**config.mk**
```make
export PLATFORM = sky130hd
export DESIGN_NAME = positional_ordered_list_unit
export DESIGN_NICKNAME = d
export VERILOG_FILES = /design/src/rtl/core/pol_pkg.sv /design/src/rtl/core/pol_cell.sv /design/src/rtl/core/positional_ordered_list_unit.sv
export SDC_FILE = /design/constraint.sdc
export NUM_CORES = 1
export LEC_CHECK = 0
export ABC_AREA = 1
export BUFFER_PORTS_ARGS = -buffer_cell sky130_fd_sc_hd__buf_2
export CORE_MARGIN = 5
export CORE_UTILIZATION = 35
export DETAILED_ROUTE_END_ITERATION = 10
export GPL_TIMING_DRIVEN = 0
export PLACE_DENSITY = 0.5
export SYNTH_ARGS = -nofsm -noshare
export SYNTH_HDL_FRONTEND = slang
export SYNTH_SLANG_ARGS = --single-unit
```
**constraint.sdc**
```tcl
create_clock -name aclk -period 5.4 [get_ports aclk]
set_input_delay 0.54 -clock aclk [delete_from_list [all_inputs] [get_ports aclk]]
set_output_delay 0.54 -clock aclk [all_outputs]
set_load 0.01 [all_outputs]
```
**src/rtl/core/pol_pkg.sv**
```systemverilog
// -----------------------------------------------------------------------------
// pol_pkg - shared definitions for the positional ordered list
// Sizes, field codes and the control word broadcast to the cell row.
// -----------------------------------------------------------------------------
package pol_pkg;

    // list capacity and derived widths
    localparam int DEPTH = 16;
    localparam int CNT_W = $clog2(DEPTH + 1);
    localparam int IDX_W = $clog2(DEPTH);
    localparam int POS_W = 8;
    localparam int VAL_W = 32;

    // operation codes on the input word
    localparam logic [1:0] MODE_INSERT = 2'd0;
    localparam logic [1:0] MODE_DELETE = 2'd1;
    localparam logic [1:0] MODE_DUMP   = 2'd2;

    // status codes on the result word
    localparam logic [1:0] ST_OK    = 2'd0;
    localparam logic [1:0] ST_FULL  = 2'd1;
    localparam logic [1:0] ST_EMPTY = 2'd2;

    // what every cell does in a cycle
    typedef enum logic [1:0] {
        CELL_HOLD   = 2'd0,
        CELL_INSERT = 2'd1,
        CELL_DELETE = 2'd2,
        CELL_ROTATE = 2'd3
    } cell_op_t;

    typedef struct packed {
        cell_op_t                 op;
        logic [IDX_W-1:0]         idx;   // insert or delete position
        logic [IDX_W-1:0]         tail;  // last occupied cell for rotation
        logic signed [VAL_W-1:0]  value; // value to insert
    } cell_ctrl_t;

endpackage

```
**src/rtl/core/pol_cell.sv**
```systemverilog
// -----------------------------------------------------------------------------
// pol_cell - one storage cell of the list row
// Holds one element and takes it from its left or right neighbour, the
// inserted value or the head cell, as the broadcast control word says.
// -----------------------------------------------------------------------------
module pol_cell (
    input  logic                               aclk,
    input  logic [pol_pkg::IDX_W-1:0]          cell_index,
    input  pol_pkg::cell_ctrl_t                ctrl,
    input  logic signed [pol_pkg::VAL_W-1:0]   left_data,
    input  logic signed [pol_pkg::VAL_W-1:0]   right_data,
    input  logic signed [pol_pkg::VAL_W-1:0]   head_data,
    output logic signed [pol_pkg::VAL_W-1:0]   data
);

    logic signed [pol_pkg::VAL_W-1:0] data_reg;
    logic signed [pol_pkg::VAL_W-1:0] data_next;

    // pick the new content of this cell
    always_comb begin
        data_next = data_reg;
        case (ctrl.op)
            pol_pkg::CELL_INSERT: begin
                if (cell_index == ctrl.idx) begin
                    data_next = ctrl.value;
                end else if (cell_index > ctrl.idx) begin
                    data_next = left_data;
                end
            end
            pol_pkg::CELL_DELETE: begin
                if (cell_index >= ctrl.idx) begin
                    data_next = right_data;
                end
            end
            pol_pkg::CELL_ROTATE: begin
                if (cell_index == ctrl.tail) begin
                    data_next = head_data;
                end else begin
                    data_next = right_data;
                end
            end
            default: begin
                data_next = data_reg;
            end
        endcase
    end

    // hold the element
    always_ff @(posedge aclk) begin
        data_reg <= data_next;
    end

    assign data = data_reg;

endmodule

```
**src/rtl/core/positional_ordered_list_unit.sv**
```systemverilog
// -----------------------------------------------------------------------------
// positional_ordered_list_unit - ordered list with positional insert/delete
// A row of cells keeps the list in order; insert and delete shift the row,
// a dump rotates the row through the head cell once.
// -----------------------------------------------------------------------------
//  channel | dir | tdata fields (low bit first)                | tlast
//  s_      | in  | mode[1:0] position[9:2] value[41:10]         | -
//  m_      | out | status[1:0] element[33:2] length[38:34]      | last
//
// Insert, delete and unknown modes give one word each.
// A dump gives one word per element, one a cycle unless stalled, set by the
// rotation of the cell row through cell 0; an empty dump gives one word.
// A new input word is taken only between operations while the output
// register is free or being drained. Reset clears the count, the control
// state and the output valid; cell contents stay undefined until written.
// A stalled output holds the rotation in place.
// -----------------------------------------------------------------------------
module positional_ordered_list_unit (
    input  logic        aclk,
    input  logic        aresetn,
    input  logic        s_tvalid,
    output logic        s_tready,
    input  logic [47:0] s_tdata,   // mode[1:0], position[9:2], value[41:10], zero
    output logic        m_tvalid,
    input  logic        m_tready,
    output logic [39:0] m_tdata,   // status[1:0], element[33:2], length[38:34], zero
    output logic        m_tlast
);

    typedef enum logic [1:0] {
        S_IDLE = 2'b01,
        S_DUMP = 2'b10
    } state_t;

    localparam int IDX_W = pol_pkg::IDX_W;
    localparam int CNT_W = pol_pkg::CNT_W;
    localparam int POS_W = pol_pkg::POS_W;
    localparam int VAL_W = pol_pkg::VAL_W;

    state_t                   state_reg,  state_next;
    logic [CNT_W-1:0]         count_reg,  count_next;
    logic [CNT_W-1:0]         dump_reg,   dump_next;
    logic                     valid_reg,  valid_next;
    logic [1:0]               status_reg, status_next;
    logic signed [VAL_W-1:0]  elem_reg,   elem_next;
    logic [CNT_W-1:0]         len_reg,    len_next;
    logic                     last_reg,   last_next;

    pol_pkg::cell_ctrl_t      ctrl;
    logic signed [VAL_W-1:0]  cell_data [pol_pkg::DEPTH];

    logic [1:0]               in_mode;
    logic [POS_W-1:0]         in_pos;
    logic signed [VAL_W-1:0]  in_value;
    logic [POS_W-1:0]         pos_m1;
    logic [POS_W-1:0]         count_pos;
    logic [IDX_W-1:0]         ins_idx;
    logic [IDX_W-1:0]         del_idx;
    logic [IDX_W-1:0]         tail_idx;
    logic                     out_free;
    logic                     in_accept;
    logic                     dump_last;

    // unpack the input word
    assign in_mode  = s_tdata[1:0];
    assign in_pos   = s_tdata[9:2];
    assign in_value = s_tdata[41:10];

    assign out_free  = !valid_reg || m_tready;
    assign s_tready  = (state_reg == S_IDLE) && out_free;
    assign in_accept = s_tvalid && s_tready;

    // resolve list positions to cell indexes
    assign pos_m1    = in_pos - POS_W'(1);
    assign count_pos = POS_W'(count_reg);
    assign tail_idx  = IDX_W'(count_reg - CNT_W'(1));
    assign dump_last = (dump_reg == count_reg - CNT_W'(1));

    always_comb begin
        if (in_pos <= POS_W'(1)) begin
            ins_idx = '0;
        end else if (in_pos > count_pos) begin
            ins_idx = count_reg[IDX_W-1:0];
        end else begin
            ins_idx = IDX_W'(pos_m1);
        end
        if (in_pos <= POS_W'(1)) begin
            del_idx = '0;
        end else if (in_pos >= count_pos) begin
            del_idx = tail_idx;
        end else begin
            del_idx = IDX_W'(pos_m1);
        end
    end

    // sequence operations and load the output register
    always_comb begin
        state_next  = state_reg;
        count_next  = count_reg;
        dump_next   = dump_reg;
        valid_next  = valid_reg && !m_tready;
        status_next = status_reg;
        elem_next   = elem_reg;
        len_next    = len_reg;
        last_next   = last_reg;
        ctrl.op     = pol_pkg::CELL_HOLD;
        ctrl.idx    = ins_idx;
        ctrl.tail   = tail_idx;
        ctrl.value  = in_value;
        case (state_reg)
            S_IDLE: begin
                if (in_accept) begin
                    valid_next  = 1'b1;
                    status_next = pol_pkg::ST_OK;
                    elem_next   = '0;
                    len_next    = count_reg;
                    last_next   = 1'b1;
                    case (in_mode)
                        pol_pkg::MODE_INSERT: begin
                            if (count_reg == CNT_W'(pol_pkg::DEPTH)) begin
                                status_next = pol_pkg::ST_FULL;
                            end else begin
                                ctrl.op    = pol_pkg::CELL_INSERT;
                                count_next = count_reg + CNT_W'(1);
                                len_next   = count_next;
                            end
                        end
                        pol_pkg::MODE_DELETE: begin
                            if (count_reg == '0) begin
                                status_next = pol_pkg::ST_EMPTY;
                            end else begin
                                ctrl.op    = pol_pkg::CELL_DELETE;
                                ctrl.idx   = del_idx;
                                count_next = count_reg - CNT_W'(1);
                                len_next   = count_next;
                            end
                        end
                        pol_pkg::MODE_DUMP: begin
                            if (count_reg == '0) begin
                                status_next = pol_pkg::ST_EMPTY;
                            end else begin
                                valid_next = 1'b0;
                                state_next = S_DUMP;
                                dump_next  = '0;
                            end
                        end
                        default: begin
                            status_next = pol_pkg::ST_OK;
                        end
                    endcase
                end
            end
            S_DUMP: begin
                if (out_free) begin
                    ctrl.op     = pol_pkg::CELL_ROTATE;
                    valid_next  = 1'b1;
                    status_next = pol_pkg::ST_OK;
                    elem_next   = cell_data[0];
                    len_next    = count_reg;
                    last_next   = dump_last;
                    dump_next   = dump_reg + CNT_W'(1);
                    if (dump_last) begin
                        state_next = S_IDLE;
                    end
                end
            end
            default: begin
                state_next = S_IDLE;
            end
        endcase
    end

    // control registers
    always_ff @(posedge aclk) begin
        if (!aresetn) begin
            state_reg <= S_IDLE;
            count_reg <= '0;
            dump_reg  <= '0;
            valid_reg <= 1'b0;
        end else begin
            state_reg <= state_next;
            count_reg <= count_next;
            dump_reg  <= dump_next;
            valid_reg <= valid_next;
        end
    end

    // output payload
    always_ff @(posedge aclk) begin
        status_reg <= status_next;
        elem_reg   <= elem_next;
        len_reg    <= len_next;
        last_reg   <= last_next;
    end

    // row of cells
    for (genvar i = 0; i < pol_pkg::DEPTH; i++) begin : g_cell
        logic signed [VAL_W-1:0] left_d;
        logic signed [VAL_W-1:0] right_d;
        if (i == 0) begin : g_first
            assign left_d = '0;
        end else begin : g_mid_l
            assign left_d = cell_data[i-1];
        end
        if (i == pol_pkg::DEPTH - 1) begin : g_lastc
            assign right_d = '0;
        end else begin : g_mid_r
            assign right_d = cell_data[i+1];
        end
        pol_cell u_cell (
            .aclk       (aclk),
            .cell_index (IDX_W'(i)),
            .ctrl       (ctrl),
            .left_data  (left_d),
            .right_data (right_d),
            .head_data  (cell_data[0]),
            .data       (cell_data[i])
        );
    end

    assign m_tvalid = valid_reg;
    assign m_tlast  = last_reg;
    assign m_tdata  = {1'b0, len_reg, elem_reg, status_reg};

    // checks
    a_count_range: assert property (@(posedge aclk) disable iff (!aresetn)
        count_reg <= CNT_W'(pol_pkg::DEPTH))
        else $error("list count beyond capacity");

    a_dump_nonempty: assert property (@(posedge aclk) disable iff (!aresetn)
        (state_reg == S_DUMP) |-> (count_reg != '0))
        else $error("dump running on an empty list");

    a_ready_idle: assert property (@(posedge aclk) disable iff (!aresetn)
        s_tready |-> (state_reg == S_IDLE))
        else $error("input taken during a dump");

    a_insert_grows: assert property (@(posedge aclk) disable iff (!aresetn)
        (in_accept && in_mode == pol_pkg::MODE_INSERT
         && count_reg != CNT_W'(pol_pkg::DEPTH))
        |=> (count_reg == $past(count_reg) + CNT_W'(1)))
        else $error("insert did not grow the list");

    a_dump_count: assert property (@(posedge aclk) disable iff (!aresetn)
        (state_reg == S_DUMP) |-> (dump_reg < count_reg))
        else $error("dump index past list end");

endmodule
```
Yosys cells after proc, flatten, opt, wreduce, memory -nomap -nowiden
Index checks and enable logic that the tools add are counted.
Word-level totals
  bits in registers: 565
  bits in latches: 0
  RAM bits: 0
  memory bits (read-only): 0
  bits of input ports: 52
  output and inout port bits: 43
  memories: 0
Operators by class
  add/sub/neg operators: 4
  multiply operators: 0
  div/mod/pow operators: 0
  order comparisons: 35
  equality and inequality tests: 77
  shift-type cells: 0
  mux-type cells: 126
  bitwise logic cells: 0
  reductions and logical operators: 33
Operators with widths (number)
  32-bit 2-to-1 mux: 66
  32-bit case mux with 3 select lines: 16
  4-bit equality test, first input constant: 16
  32-bit case mux with 2 select lines: 1
  3-bit by 1-bit inequality test with 1-bit output, second input constant: 16
  3-bit AND reduction: 16
  5-bit 2-to-1 mux: 8
  2-bit by 1-bit inequality test with 1-bit output, second input constant: 17
  3-bit by 4-bit equality test with 1-bit output, first input constant: 8
  4-bit >= comparator, first input constant: 8
  4-bit > comparator, first input constant: 8
  5-bit case mux with 2 select lines: 3
  4-bit 2-to-1 mux: 6
  2-bit case mux with 2 select lines: 5
  2-bit 2-to-1 mux: 9
  2-bit by 4-bit equality test with 1-bit output, first input constant: 4
  3-bit by 4-bit >= comparator with 1-bit output, first input constant: 4
  3-bit by 4-bit > comparator with 1-bit output, first input constant: 4
  6-bit 2-to-1 mux: 2
  5-bit by 1-bit adder with 5-bit output, second input constant: 2
  2-bit inequality test, second input constant: 5
  5-bit AND reduction: 2
  1-bit by 4-bit equality test with 1-bit output, first input constant: 2
  2-bit equality test, second input constant: 4
  other kinds (25): 43

Logic depth before layout (Yosys ltp)
  word-level depth: 11
  gate-level depth with buffers: 21

Modules after synthesis
Synthesis repeated with hierarchy kept, for this count alone.
Second synthesis, totals
  cell total of the unflattened synthesis: 8669
  area, all modules: 54897.7 sq um
Modules (own cells, without submodules)
  pol_cell: instances 16, cells each 519, area each 3243.1 sq um, seq. area each 960.9 sq um
  positional_ordered_list_unit: instances 1, cells each 365, area each 3007.9 sq um, seq. area each 1461.4 sq um

Worst setup path before layout
OpenSTA, ideal clock, no wires.
  kind: reg-to-reg
  from: reg count_reg[0]
  to: reg g_cell[11].u_cell.data_reg, in the netlist g_cell[11].u_cell.data[0] (enable)
  setup time: 0.466 ns
  arrival time: 4.482 ns
  setup slack: 0.452 ns
  stages on the path, launching flop included: 17
  path buffers: 3
  period minus slack after synthesis: 4.948 ns
  path through: dfxtp_1 > clkbuf_1 > inv_1 > ha_1 > nand3_2 > inv_2 > nand2_2 > nand2_2 > nor2_4 > inv_2 > nand3_1 > nand2_1 > nand2_4 > nor2_4 > buf_4 > buf_2 > o21ai_0
On the way
  cells in the longest elaborated chain, start to end: 10
  elaborated cells between the ends (all ways): 26
  classes of those cells: add/sub (1); order compare (4); eq/ne (7); mux (11); reduce/logical (3)
RTL lines
  start, declared: RTL line positional_ordered_list_unit.sv:41  | logic [CNT_W-1:0] count_reg, count_next;
  start signal, assigned: RTL line positional_ordered_list_unit.sv:182  | count_reg <= count_next;
  8-bit by 5-bit >= comparator with 1-bit output (tied with other cells): RTL line positional_ordered_list_unit.sv:89  | end else if (in_pos >= count_pos) begin
  4-bit 2-to-1 mux (on tied branches): RTL line positional_ordered_list_unit.sv:89, positional_ordered_list_unit.sv:82
  4-bit 2-to-1 mux (on tied branches): RTL line positional_ordered_list_unit.sv:87, positional_ordered_list_unit.sv:80
  6-bit 2-to-1 mux: RTL line positional_ordered_list_unit.sv:129  | if (count_reg == '0) begin
  4-bit 2-to-1 mux: RTL line positional_ordered_list_unit.sv:118  | case (in_mode)
  6-bit 2-to-1 mux: RTL line positional_ordered_list_unit.sv:112  | if (in_accept) begin
  4-bit 2-to-1 mux: RTL line positional_ordered_list_unit.sv:110  | case (state_reg)
  4-bit > comparator (tied with other cells): RTL line pol_cell.sv:26  | end else if (cell_index > ctrl.idx) begin
  3-bit by 1-bit inequality test with 1-bit output (no source line) / 2-bit by 1-bit inequality test with 1-bit output (equally long branches)
  3-bit AND reduction (no source line) (*)
  end signal, assigned: RTL line pol_cell.sv:50  | data_reg <= data_next;
  end, declared: RTL line pol_cell.sv:16  | logic signed [pol_pkg::VAL_W-1:0] data_reg;
Every way passes the cells marked *; elsewhere a longest branch is shown, timed or not.
A chain may end at the register's enable or synchronous reset.

Worst setup path after layout
  from: reg count_reg[0]
  to: reg g_cell[13].u_cell.data_reg, in the netlist g_cell[13].u_cell.data[14] (enable)
On the way
  cells in the longest elaborated chain, start to end: 10
  elaborated cells between the ends (all ways): 26
  classes of those cells: add/sub (1); order compare (4); eq/ne (7); mux (11); reduce/logical (3)
RTL lines (RTL line)
  8-bit by 5-bit >= comparator with 1-bit output (tied with other cells): positional_ordered_list_unit.sv:89
  4-bit 2-to-1 mux (on tied branches): positional_ordered_list_unit.sv:89, positional_ordered_list_unit.sv:82
  4-bit 2-to-1 mux (on tied branches): positional_ordered_list_unit.sv:87, positional_ordered_list_unit.sv:80
  6-bit 2-to-1 mux: positional_ordered_list_unit.sv:129
  4-bit 2-to-1 mux: positional_ordered_list_unit.sv:118
  6-bit 2-to-1 mux: positional_ordered_list_unit.sv:112
  4-bit 2-to-1 mux: positional_ordered_list_unit.sv:110
  4-bit > comparator (tied with other cells): pol_cell.sv:26
  3-bit by 1-bit inequality test with 1-bit output (no source line) / 2-bit by 1-bit inequality test with 1-bit output (equally long branches)
  3-bit AND reduction (no source line) (*)
  end signal, assigned: pol_cell.sv:50
  end, declared: pol_cell.sv:16
Marked as above.

==> results.md <==
Finish:
- Compared with the post-synthesis result, the final layout area differs by 13.2%.
- The net count of the finished layout is 4597.
- In the final layout, flip-flops and latches occupy 16800 sq um.
- The antenna diode count is 0.
- The number of flip-flops in the largest register is 512.
- The area used by multi-input combinational logic is 14100 sq um.
- The number of inserted filler cells in the final layout is 10432.
- The share of final-layout standard cells stronger than drive strength 1 is 10.7%.

Pwr:
- The analysis attributes to net switching a power of 9.91 mW.
- The power density normalized to cell area is 568 nW/um^2.
- Net switching is 44.1% of the power.
- IR analysis of the VDD net gives a maximum drop of 0.000328 V.
- The leakage component of the power is 18.2 nW.
- The register share of total power is 36.1%.
- In this run, the combinational gates consume 43.4% of the power.
- Internal power comes to 12.5 mW.
- The post-route total power is 22.5 mW.
- Of the total power, the clock network draws 20.5%.

Synth:
- The number of different library cells in the post-synthesis netlist is 41.
- The number of synthesis warnings is 0.
- Synthesis produced a netlist with a net count of 4426.
- Among all cell types in the netlist, the one instantiated most often is sky130_fd_sc_hd__nand2_1.
- Among all flip-flop cells after synthesis, the most frequent one is sky130_fd_sc_hd__edfxtp_1.
- The area share of the largest cell type after synthesis is 47.4%.
- A synthesized cell averages 8.03 sq um.
- The total standard cell area after synthesis is 35000 sq um.
- The register bit count reported by yosys is 565.
- The post-synthesis instance total is 4354.
- The sequential element share of the synthesized area is 48.2%.
- The commonest cells after synthesis are sky130_fd_sc_hd__nand2_1 (1270), sky130_fd_sc_hd__nand3_1 (857), sky130_fd_sc_hd__inv_1 (592).
- The number of flops mapped to enable cells by yosys is 552.
- In the synthesized netlist the async set-or-reset flop fraction comes to 0%.
- Ranked by total cell area, the synthesized netlist is headed by sky130_fd_sc_hd__edfxtp_1 (47%), sky130_fd_sc_hd__nand2_1 (14%), sky130_fd_sc_hd__nand3_1 (12%).
- The cell taking the most area after synthesis is sky130_fd_sc_hd__edfxtp_1.

Global route:
- The remaining global-route overflow is 0.
- The maximum number of pins on one net before global-route repair is 35.
- The first-pass GRT wire length is 224000 microns.
- The number of antenna violations at the first check in global routing is 3.
- The global-route usage over all layers is 28.8%.
- The via count of the first global-routing pass is 31055.

Drt:
- The DRC violation count after routing is 0.
- The routed wirelength normalized by instance count is 27.2 microns.
- The total iterations of the first detailed-routing run is 8.
- The wire length reported by the detailed router is 159000 microns.
- The total via count after detailed routing is 33000.
- The detailed router finished its first iteration with 4804 violations.
- In the routed layout, each cell is associated on average with a via count of 5.62.
- The post-route antenna net violation count is 0.

Worst setup path:
- The critical register-to-register path startpoint is count_reg[0]$_SDFFE_PN0P_.
- At the worst endpoint, the arrival time is 5.34 ns.
- Of all nets on the critical path, the largest fanout is 18.
- The worst register-to-register path ends at g_cell[13].u_cell.data[14]$_DFFE_PP_.
- The category of the most critical setup path is reg2reg.
- The element type at the critical path start is a flop.
- For the worst setup path, the data required time is 5.74 ns.
- The register-to-register setup slack is 0.40 ns.
- The critical path endpoint category is a flop.
- The number of cells traversed by the worst register-to-register path is 16.

Timing:
- The max-slew headroom at the worst pin is 10.8%.
- The clock arrives with 0.0209 ns of skew.
- Derived from the worst setup path, the maximum achievable clock frequency is 200 MHz.
- The final period demand of the worst path is 5.00 ns.
- The hold violation total from the final report came to 0.
- The transition time of the tightest slew-check pin is 1.34 ns.
- Setup violations remaining at the end of the flow were counted as 0.
- Setup repair after global routing left no endpoint under its margin.
- The slack of the critical path is 0.400 ns.
- In the final timing run, aggregate negative setup slack is 0 ns.
- The max-slew violation count was 0.
- In the finished design, the share of the clock period the worst path needs comes to 92.6%.

Placement:
- The number of input and output port buffers inserted is 87.
- At the end of routability-driven placement, the weighted congestion stood at 1.00.
- OpenSTA, run right after detailed placement, puts the worst setup slack at 0.273 ns.
- The post-detailed-placement half-perimeter wirelength is 124000 microns.

Die:
- The full die area is 106000 sq um.
- Measured along the x axis, the die boundary spans 326 microns.
- The initial cell density of the core is 35.1%.
- The number of top-level design ports is 95.
- The total area inside the core boundary comes to 99600 sq um.
- The height of the chip is 326 microns.
- The number of placement rows is 116.

CTS:
- The CTS root buffer is sky130_fd_sc_hd__clkbuf_16.
- The count of clock tree sinks is 565.
- The count of hold-fix buffers inserted at cts is 0.
- The later-pin clock latency in the skew report is 0.64 ns.
- Counting the buffers created by CTS gives 70.
- The post-CTS repair timing setup buffer count is 0.
- Clock-pin slew was measured on the worst setup and hold paths at 0.05 ns.
- The H-tree depth reported by CTS is 3.
- The clock tree from TritonCTS is built.
- Once the clock tree was built, the resizer swapped 0 gates to a different size.
- The longest clock path from root to sink contains 3 buffers.

Hold path:
- The origin of the worst min-delay path is aresetn.
- The path with the worst hold slack has its endpoint at state_reg[0]$_SDFFE_PN1P_.
- The number of instances on the worst hold path is 2.
- The kind of path behind the tightest hold check is in2reg.

Flow run:
- Max-cap violations in this run came to 0.

Outcome:
- The run finished with clean final reports.
power by group through the flow:
stage,registers (mW),clock network [mW],logic (mW)
2_1_floorplan,8.03,0,5.60
3_3_place_gp,8.24,0,9.01
3_5_place_dp,8.16,0,9.41
4_1_cts,8.08,4.67,9.44
5_1_grt,8.23,4.84,10.4
6_report,8.11,4.61,9.74
layout make-up:
class,instances,share of cell area (%)
clock buffer,90,4.90
clock inverter,28,0.503
timing repair buffer,99,1.86
buffer,389,4.79
multi-input combinational,2795,35.6
tap,1298,4.10
inverter,605,5.74
sequential,565,42.5
cell families after synthesis:
family,share of synthesized area [%]
adders and majority gates,0.716
xor gates and xnor gates,0.225
AOI/OAI and AO/OA,11.2
buffers and inverters,11.9
DFF,48.2
other,0.0107
and+or+nand+nor,27.8
how the worst max path moves through the flow:
stage                                         start                                    to  slack [ns]
after floorplan           count_reg[0]$_SDFFE_PN0P_   g_cell[11].u_cell.data[0]$_DFFE_PP_        0.45
after global placement    count_reg[0]$_SDFFE_PN0P_  g_cell[11].u_cell.data[14]$_DFFE_PP_       -3.09
after detailed placement  count_reg[0]$_SDFFE_PN0P_   g_cell[7].u_cell.data[16]$_DFFE_PP_        0.27
after CTS                 count_reg[0]$_SDFFE_PN0P_   g_cell[7].u_cell.data[23]$_DFFE_PP_        0.24
after global routing      count_reg[0]$_SDFFE_PN0P_  g_cell[13].u_cell.data[14]$_DFFE_PP_        0.21
final                     count_reg[0]$_SDFFE_PN0P_  g_cell[13].u_cell.data[14]$_DFFE_PP_        0.40
layout by cell type, fill, tap and decap left out, types with 15 or more instances in the layout:
cell type                   instances
sky130_fd_sc_hd__clkbuf_1         153
sky130_fd_sc_hd__ha_1              20
sky130_fd_sc_hd__clkinv_1          15
sky130_fd_sc_hd__buf_1             24
sky130_fd_sc_hd__a21oi_1           17
sky130_fd_sc_hd__inv_1            590
sky130_fd_sc_hd__o21ai_1           26
sky130_fd_sc_hd__clkbuf_16         73
sky130_fd_sc_hd__buf_2            257
sky130_fd_sc_hd__edfxtp_1         552
sky130_fd_sc_hd__nand3_1          857
sky130_fd_sc_hd__nor2_1            26
sky130_fd_sc_hd__a22oi_1          448
sky130_fd_sc_hd__nand2_1         1267
sky130_fd_sc_hd__o21ai_0           28
sky130_fd_sc_hd__buf_4             49
per-layer routing:
metal | track usage (%) | part of all wire [%]
met3 | 6.40 | 11
met5 | 0 | 0
met4 | 11.7 | 4.7
met2 | 44.1 | 43
met1 | 39.6 | 42
through the flow:
stage,instances,hold slack [ns],utilization (%),area (sq um)
final,5869,0.190,39.7,39600
after global routing,5869,0.191,39.7,39600
after CTS,5869,0.159,39.7,39600
after detailed placement,5751,0.472,37.6,37400
after global placement,5739,0.472,37.2,37000
after floorplan,4354,0.448,-,35000
critical path, stage by stage (launching register included):
cell                       delay, ns
sky130_fd_sc_hd__dfxtp_1        0.46
sky130_fd_sc_hd__clkbuf_1       0.40
sky130_fd_sc_hd__inv_1          0.23
sky130_fd_sc_hd__ha_1           0.29
sky130_fd_sc_hd__nand3_2        0.12
sky130_fd_sc_hd__inv_2          0.06
sky130_fd_sc_hd__nand2_2        0.09
sky130_fd_sc_hd__nand2_2        0.12
sky130_fd_sc_hd__nor2_4         0.20
sky130_fd_sc_hd__nand3_1        0.15
sky130_fd_sc_hd__a21oi_1        0.45
sky130_fd_sc_hd__nor2_2         0.22
sky130_fd_sc_hd__nand2_1        0.33
sky130_fd_sc_hd__buf_2          0.43
sky130_fd_sc_hd__nand2_1        0.17
sky130_fd_sc_hd__a21oi_4        0.72
sky130_fd_sc_hd__buf_16         0.24
Power figures use the tool's default switching activity.
